$ cat src/rtl/core/program_stream_video_extractor_assert.svh
// Assertion macros used by the extractor RTL.
`ifndef PROGRAM_STREAM_VIDEO_EXTRACTOR_ASSERT_SVH
`define PROGRAM_STREAM_VIDEO_EXTRACTOR_ASSERT_SVH

// Assert a property on every rising clock edge outside of reset.
`define PSVE_ASSERT(lbl, prop, msg) \
  lbl: assert property (@(posedge clk_i) disable iff (!rst_ni) (prop)) else $error(msg);

// Assert that a condition in one cycle implies another in the next cycle.
`define PSVE_ASSERT_NEXT(lbl, ante, cons, msg) \
  lbl: assert property (@(posedge clk_i) disable iff (!rst_ni) (ante) |=> (cons)) \
    else $error(msg);

`endif

$ cat src/rtl/core/psve_pkg.sv
// Shared types and constants of the program stream video extractor.
`timescale 1ns / 1ps

package psve_pkg;

  localparam int unsigned PosW = 17;
  localparam int unsigned PackHeaderBytes = 14;
  localparam logic [PosW-1:0] LenUnknown = 17'h1FFFF;

  localparam logic [7:0] IdEnd       = 8'hB9;
  localparam logic [7:0] IdPack      = 8'hBA;
  localparam logic [7:0] IdSysHeader = 8'hBB;
  localparam logic [7:0] IdPsMap     = 8'hBC;
  localparam logic [7:0] IdEcm       = 8'hF1;
  localparam logic [7:0] IdAudioLo   = 8'hC0;
  localparam logic [7:0] IdAudioHi   = 8'hDF;
  localparam logic [7:0] IdVideoLo   = 8'hE0;
  localparam logic [7:0] IdVideoHi   = 8'hEF;
  localparam logic [2:0] StuffMask   = 3'h7;

  typedef enum logic [1:0] {
    KindPack  = 2'd0,
    KindSkip  = 2'd1,
    KindVideo = 2'd2
  } kind_e;

  typedef struct packed {
    logic [7:0] es_byte;
    logic       payload_end;
  } result_t;

endpackage

$ cat src/rtl/core/psve_parser.sv
// Start code hunt and packet walker; one byte per accepted transaction.
`timescale 1ns / 1ps

module psve_parser (
  input  logic              clk_i,
  input  logic              rst_ni,
  input  logic              accept_i,
  input  logic [7:0]        stream_byte_i,
  input  logic              end_of_buffer_i,
  output logic              res_valid_o,
  output psve_pkg::result_t res_o
);
  import psve_pkg::*;

  localparam logic PhaseHunt = 1'b0;
  localparam logic PhaseItem = 1'b1;

  logic [23:0]     recent_q, recent_d;
  logic [1:0]      fill_q, fill_d;
  logic            phase_q, phase_d;
  logic [PosW-1:0] pos_q, pos_d;
  logic [PosW-1:0] total_q, total_d;
  kind_e           kind_q, kind_d;
  logic [7:0]      hdl_q, hdl_d;
  logic [7:0]      lenhi_q, lenhi_d;

  logic [PosW:0]   pos_inc;
  logic [PosW-1:0] payload_start;
  logic            is_start;

  assign pos_inc       = {1'b0, pos_q} + {{PosW{1'b0}}, 1'b1};
  assign payload_start = {{(PosW-8){1'b0}}, hdl_q} + PosW'(9);
  assign is_start      = (fill_q == 2'd3) && (recent_q == 24'h000001);

  always_comb begin
    recent_d    = recent_q;
    fill_d      = fill_q;
    phase_d     = phase_q;
    pos_d       = pos_q;
    total_d     = total_q;
    kind_d      = kind_q;
    hdl_d       = hdl_q;
    lenhi_d     = lenhi_q;
    res_valid_o = 1'b0;
    res_o       = '{es_byte: stream_byte_i, payload_end: 1'b0};

    if (accept_i) begin
      if (phase_q == PhaseHunt) begin
        if (is_start && (stream_byte_i == IdPack || stream_byte_i == IdEnd ||
            stream_byte_i == IdSysHeader || stream_byte_i == IdPsMap ||
            stream_byte_i == IdEcm ||
            (stream_byte_i >= IdAudioLo && stream_byte_i <= IdAudioHi) ||
            (stream_byte_i >= IdVideoLo && stream_byte_i <= IdVideoHi))) begin
          recent_d = '0;
          fill_d   = '0;
          if (stream_byte_i != IdEnd) begin
            phase_d = PhaseItem;
            pos_d   = PosW'(4);
            hdl_d   = '0;
            lenhi_d = '0;
            priority if (stream_byte_i == IdPack) begin
              kind_d  = KindPack;
              total_d = PosW'(PackHeaderBytes);
            end else if (stream_byte_i >= IdVideoLo && stream_byte_i <= IdVideoHi) begin
              kind_d  = KindVideo;
              total_d = LenUnknown;
            end else begin
              kind_d  = KindSkip;
              total_d = LenUnknown;
            end
          end
        end else begin
          // Shift the byte into the window, ignored ids included.
          recent_d = {recent_q[15:0], stream_byte_i};
          if (fill_q != 2'd3) begin
            fill_d = fill_q + 2'd1;
          end
        end
      end else begin
        if (kind_q == KindPack) begin
          if (pos_q == PosW'(PackHeaderBytes - 1)) begin
            total_d = PosW'(PackHeaderBytes) + {{(PosW-3){1'b0}}, stream_byte_i[2:0] & StuffMask};
          end
        end else if (pos_q == PosW'(4)) begin
          lenhi_d = stream_byte_i;
        end else if (pos_q == PosW'(5)) begin
          total_d = {1'b0, lenhi_q, stream_byte_i} + PosW'(6);
        end else if (kind_q == KindVideo) begin
          if (pos_q == PosW'(8)) begin
            hdl_d = stream_byte_i;
          end else if (pos_q >= PosW'(9) && pos_q >= payload_start && pos_q < total_q) begin
            res_valid_o       = 1'b1;
            res_o.payload_end = (pos_inc == {1'b0, total_q});
          end
        end
        // The length may have been learned on this very byte.
        if (pos_inc >= {1'b0, total_d}) begin
          phase_d  = PhaseHunt;
          recent_d = '0;
          fill_d   = '0;
        end else begin
          pos_d = pos_inc[PosW-1:0];
        end
      end

      if (end_of_buffer_i) begin
        recent_d = '0;
        fill_d   = '0;
        phase_d  = PhaseHunt;
        pos_d    = '0;
        total_d  = '0;
        kind_d   = KindPack;
        hdl_d    = '0;
        lenhi_d  = '0;
      end
    end
  end

  always_ff @(posedge clk_i or negedge rst_ni) begin
    if (!rst_ni) begin
      recent_q <= '0;
      fill_q   <= '0;
      phase_q  <= PhaseHunt;
      pos_q    <= '0;
      total_q  <= '0;
      kind_q   <= KindPack;
      hdl_q    <= '0;
      lenhi_q  <= '0;
    end else begin
      recent_q <= recent_d;
      fill_q   <= fill_d;
      phase_q  <= phase_d;
      pos_q    <= pos_d;
      total_q  <= total_d;
      kind_q   <= kind_d;
      hdl_q    <= hdl_d;
      lenhi_q  <= lenhi_d;
    end
  end

endmodule

$ cat src/rtl/core/psve_out_buf.sv
// Result register with a skid stage behind it.
`timescale 1ns / 1ps
`include "program_stream_video_extractor_assert.svh"

module psve_out_buf (
  input  logic              clk_i,
  input  logic              rst_ni,
  input  logic              push_i,
  input  psve_pkg::result_t push_data_i,
  output logic              ready_o,
  output logic              out_valid_o,
  output psve_pkg::result_t out_data_o,
  input  logic              out_ready_i
);
  import psve_pkg::*;

  logic    out_valid_q, out_valid_d;
  logic    skid_valid_q, skid_valid_d;
  result_t out_data_q, out_data_d;
  result_t skid_data_q, skid_data_d;
  logic    pop;

  assign pop         = out_valid_q && out_ready_i;
  assign ready_o     = !skid_valid_q;
  assign out_valid_o = out_valid_q;
  assign out_data_o  = out_data_q;

  always_comb begin
    out_valid_d  = out_valid_q;
    skid_valid_d = skid_valid_q;
    out_data_d   = out_data_q;
    skid_data_d  = skid_data_q;
    if (skid_valid_q) begin
      // Drain the skid stage into the result register.
      if (pop) begin
        out_data_d   = skid_data_q;
        skid_valid_d = 1'b0;
      end
    end else if (push_i) begin
      if (!out_valid_q || pop) begin
        out_data_d  = push_data_i;
        out_valid_d = 1'b1;
      end else begin
        skid_data_d  = push_data_i;
        skid_valid_d = 1'b1;
      end
    end else if (pop) begin
      out_valid_d = 1'b0;
    end
  end

  always_ff @(posedge clk_i or negedge rst_ni) begin
    if (!rst_ni) begin
      out_valid_q  <= 1'b0;
      skid_valid_q <= 1'b0;
    end else begin
      out_valid_q  <= out_valid_d;
      skid_valid_q <= skid_valid_d;
    end
  end

  always_ff @(posedge clk_i) begin
    out_data_q  <= out_data_d;
    skid_data_q <= skid_data_d;
  end

  `PSVE_ASSERT(a_skid_behind_out, !skid_valid_q || out_valid_q, "skid full with empty output")
  `PSVE_ASSERT(a_no_push_when_full, !(push_i && skid_valid_q), "push into a full buffer")
  `PSVE_ASSERT_NEXT(a_skid_drains, skid_valid_q && out_ready_i, !skid_valid_q && out_valid_q,
                    "skid stage did not drain")
  `PSVE_ASSERT_NEXT(a_stall_holds, out_valid_q && !out_ready_i,
                    out_valid_q && out_data_q == $past(out_data_q), "stalled result changed")

endmodule

$ cat src/rtl/core/program_stream_video_extractor.sv
// Payload bytes go to the result register, or to the skid stage while that register stalls.
// Throughput: one input byte per cycle while the skid stage is empty; one parser pass per byte.
// A result register plus a one-entry skid stage keep input flowing while a result waits.
// Input ready drops only while the skid stage holds a result.
// Reset (rst_ni low, asynchronous) returns the parser to start-code hunt and empties buffers.
`timescale 1ns / 1ps

module program_stream_video_extractor (
  input  logic       clk_i,
  input  logic       rst_ni,
  input  logic       in_valid_i,
  output logic       in_ready_o,
  input  logic [7:0] stream_byte_i,
  input  logic       end_of_buffer_i,
  output logic       out_valid_o,
  input  logic       out_ready_i,
  output logic [7:0] es_byte_o,
  output logic       payload_end_o
);
  import psve_pkg::*;

  logic    accept;
  logic    res_valid;
  result_t res;
  result_t out_data;

  // Take a byte whenever the skid stage has room; the parser never stalls.
  assign accept = in_valid_i && in_ready_o;

  // Walk the stream: hunt start codes, skip non-video items, pick out video payload.
  psve_parser u_parser (
    .clk_i          (clk_i),
    .rst_ni         (rst_ni),
    .accept_i       (accept),
    .stream_byte_i  (stream_byte_i),
    .end_of_buffer_i(end_of_buffer_i),
    .res_valid_o    (res_valid),
    .res_o          (res)
  );

  // Hold payload bytes until the downstream transaction completes.
  psve_out_buf u_out_buf (
    .clk_i      (clk_i),
    .rst_ni     (rst_ni),
    .push_i     (res_valid),
    .push_data_i(res),
    .ready_o    (in_ready_o),
    .out_valid_o(out_valid_o),
    .out_data_o (out_data),
    .out_ready_i(out_ready_i)
  );

  assign es_byte_o     = out_data.es_byte;
  assign payload_end_o = out_data.payload_end;

endmodule

$ cat config.mk
export PLATFORM = sky130hd
export DESIGN_NAME = program_stream_video_extractor
export DESIGN_NICKNAME = d
export VERILOG_FILES = /design/src/rtl/core/psve_pkg.sv /design/src/rtl/core/psve_parser.sv /design/src/rtl/core/psve_out_buf.sv /design/src/rtl/core/program_stream_video_extractor.sv
export VERILOG_INCLUDE_DIRS = /design/src /design/src/rtl/core
export SDC_FILE = /design/constraint.sdc
export NUM_CORES = 1
export LEC_CHECK = 0
export ABC_AREA = 1
export ABC_CLOCK_PERIOD_IN_PS = 4500
export BUFFER_PORTS_ARGS = -buffer_cell sky130_fd_sc_hd__buf_2
export CORE_ASPECT_RATIO = 1.4
export CORE_MARGIN = 2
export CORE_UTILIZATION = 40
export DETAILED_ROUTE_END_ITERATION = 12
export GPL_TIMING_DRIVEN = 0
export MAX_ROUTING_LAYER = met4
export PLACE_DENSITY_LB_ADDON = 0.12
export SYNTH_ARGS = -nofsm -noshare
export SYNTH_HDL_FRONTEND = slang
export SYNTH_SLANG_ARGS = --single-unit
$ cat constraint.sdc
create_clock -name clk_i -period 4.5 [get_ports clk_i]
set_input_delay 0.45 -clock clk_i [delete_from_list [all_inputs] [get_ports clk_i]]
set_output_delay 0.45 -clock clk_i [all_outputs]
set_load 0.03 [all_outputs]
==> impl_results.md <==
* Sequential-to-total area share from yosys stat at 34.93%
* Status: complete, no violations
* Post-route ant nets at 0
* Antenna violations before repair at 0
* Area Growth Syn to Fin at 10.33%
* Top cell by count, worst path: nand2_1
* PnR worst setup slack at 577.7 ps
* Diodes inserted at 0
* Routability cong. at 0.9251
* Pwr dens at 307.8 mW/mm^2
* Startpoint Class: register
* Worst-case vdd ir drop at 169.1 uV
* Reg2Reg Setup Slack at 580 ps
* Reg clk slew, reported paths at 80 ps
* RSZ-0062 raised after global routing: false
* WP data arrival at 4220 ps
* Commonest non-fill, non-tap cell in the layout: nand2_1
* IO Port Bufs at 23
* Mapped Cells at 1059
* Critical Path RT at 4800 ps
* DRT Pass-1 Iters at 5
* Share of cells above drive strength 1 at 9.372%
* Num CTS Buffers at 9
* Worst Tran Pin Value at 717.0 ps
* Reg2reg start: u_parser.pos_q[1]
* Hold_buf cts at 0
* Routed WL at 23040 microns
* Synthesized net count at 1121
* DR iter-0 viols at 438
* Synth warn at 0
* Most frequent cells in the layout: nand2_1 (352), inv_1 (112), nor2_1 (107)
* Worst Reg-to-Reg Cells at 25
* Synthesized area per cell at 6.941 sq um
* Delay-heaviest family, CP: simple AND/OR/NAND/NOR gates
* Min-delay worst type: input port to asynchronous set/reset pin
* Setup CP Type: register to register
* Final global-route overflow total at 0
* Max-Cap Viols at 0
* Layout Nets at 1156
* CP max-delay cell: dfrtp_1
* Clock Latency Late Sink at 370 ps
* Final setup viols at 0
* Drt wl/cell at 17.20 microns
* Slew HR at 52.02%
* Placement Setup Slack at 322.8 ps
* Initial Utilization at 40.84%
* R2R Path End: u_parser.recent_q[22]
* Clock root buffer master: clkbuf_16
* Core box area at 0.01800 sq mm
* CTS resizes at 0
* Row cnt at 58
* Max Freq at 0.2550 GHz
* Die ar. at 0.01949 sq mm
* Worst Setup End Kind: register
* P_leak at 3.962 nW
* Pin count of the biggest net entering global routing at 46
* CP bufs+invs at 4
* Critical Path Max Stage Delay at 490 ps
* Synth Register Bits at 99
* Clock Sinks at 99
* Synth cell types at 48
* Total negative slack at 0 ps
* GRT Total Usage at 25.54%
* Worst-case clock buffer depth at 2
* Post-Route Skew at 12.45 ps
* Tcrit/Tclk final at 87.16%
* Vias in the first global route at 6781
* Number of I/O pins at 24
* Final min period at 3922 ps
* Die Span Y at 164.4 microns
* Post-CTS setup buffers at 0
* Slew Viols, Final at 0
* TritonCTS clock tree: yes
* H-Tree Depth at 3
* DRC viols at 0
* Vias at 6917
* Vias per inst at 5.166
* Hold Vio Cnt, Final at 0
* Synthesized cell area at 0.007351 sq mm
* Detailed placement HPWL at 18620 microns
* First-pass GRT wire length at 37000 microns
* Critical path peak fanout at 10
* Die X at 118.6 microns
==> routing by layer <==
metal	up-vias	GRT usage [%]	share of wire (%)	routed length, microns
met2	135	45.25	51	11820
li1	3513	-	-	-
met1	3224	29.09	41	9554
met4	0	11.96	4.5	1030
met5	-	-	0	0
met3	45	2.521	2.7	629
==> flip-flops by register name (all words and copies together), names as in the netlist <==
register and cells:
u_out_buf.out_valid_o 1, u_parser.phase_q 1, u_parser.total_q 17, u_parser.fill_q 2, u_parser.hdl_q 8, u_parser.pos_q 17
u_parser.recent_q 24, u_out_buf.skid_valid_q 1, u_parser.lenhi_q 8, u_parser.kind_q 2, u_out_buf.out_data_o 9, u_out_buf.skid_data_q 9
==> area by class of cell <==
| type | instances | area (sq um) |
|---|---|---|
| Fill cell | 1955 | 9887 |
| Multi-Input combinational cell | 812 | 4174 |
| Sequential cell | 99 | 2567 |
| Inverter | 117 | 439.2 |
| Tap cell | 240 | 300.3 |
| Clock buffer | 10 | 250.2 |
| Buffer | 31 | 170.2 |
| Timing Repair Buffer | 24 | 145.1 |
| Clock inverter | 6 | 63.81 |
==> cell families (layout without fill, tap and decap cells) <==
family	count (synthesis)	after routing	synth area share [%]
simple gates	586	586	34.38
compound gates	161	161	12.15
buf+inv	148	188	8.289
flops	99	99	34.93
fa+ha+maj	49	49	8.340
xor+xnor	16	16	1.906
==> per-stage QoR <==
step | utilization (%) | instances | area [sq um] | power, mW | hold slack [ps]
after floorplan | - | 1059 | 7351 | 1.468 | 154.4
after global placement | 43.15 | 1322 | 7766 | 1.666 | 469.9
after detailed placement | 43.32 | 1323 | 7796 | 1.674 | 458.0
after CTS | 45.06 | 1339 | 8110 | 2.514 | 60.33
after global routing | 45.06 | 1339 | 8110 | 2.640 | 80.60
final | 45.06 | 1339 | 8110 | 2.496 | 45.67
==> where the power goes <==
group          leakage [nW]  switching (mW)  internal (mW)  total (mW)
clock                 0.151           0.408          0.425       0.833
sequential             1.25          0.0703          0.972        1.04
combinational          2.56           0.419          0.201       0.621
==> cells in the mapped netlist (all sizes together) <==
master,count,area [sq um]
a21boi,1,7.510
a21o,2,15.01
a21oi,35,190.2
a22oi,2,15.01
a31o,1,8.760
a31oi,2,12.51
and2,3,18.77
buf,22,136.4
clkbuf,9,33.78
clkinv,1,3.750
dfrtp,81,2027
edfxtp,18,540.5
ha,49,613.1
inv,116,435.4
nand2,361,1393
nand3,63,335.3
nand3b,8,72.57
nand4,20,131.4
nor2,115,466.7
nor3,13,91.34
nor4,2,12.51
o211ai,2,15.01
o21a,2,15.01
o21ai,107,554.3
o21bai,3,22.52
o31a,1,8.760
o31ai,2,20.02
o41ai,1,8.760
or2,1,6.260
xnor2,6,52.55
xor2,10,87.58
==> worst reg2reg max path: stages (launching register included) <==
cell,delay (ps)
dfrtp_1,490
inv_1,150
ha_1,160
inv_1,50
nor2_1,190
nand2_1,90
nor2_2,100
nand2_2,90
a21oi_4,260
o21ai_0,110
o21ai_0,360
ha_1,330
a21o_1,180
nor2_1,90
nand3_1,100
nand2_1,70
nand2_1,50
nand2_1,50
nand2_1,50
nand2_1,160
nand3_2,150
nand2_2,130
buf_6,150
buf_6,160
nand2_1,60
o21ai_1,70
==> worst max-delay path by stage <==
stage                            from  cells after the start                     to  slack, ps
floorplan           u_parser.pos_q[1]                     25  u_parser.recent_q[17]       1270
global placement     stream_byte_i[1]                     25  u_parser.recent_q[22]        310
detailed placement   stream_byte_i[1]                     25  u_parser.recent_q[22]        320
CTS                 u_parser.pos_q[1]                     25  u_parser.recent_q[22]        560
global route        u_parser.pos_q[1]                     28  u_parser.recent_q[13]        150
finish              u_parser.pos_q[1]                     25  u_parser.recent_q[22]        580
No activity file was read; power rests on OpenSTA's default activity.
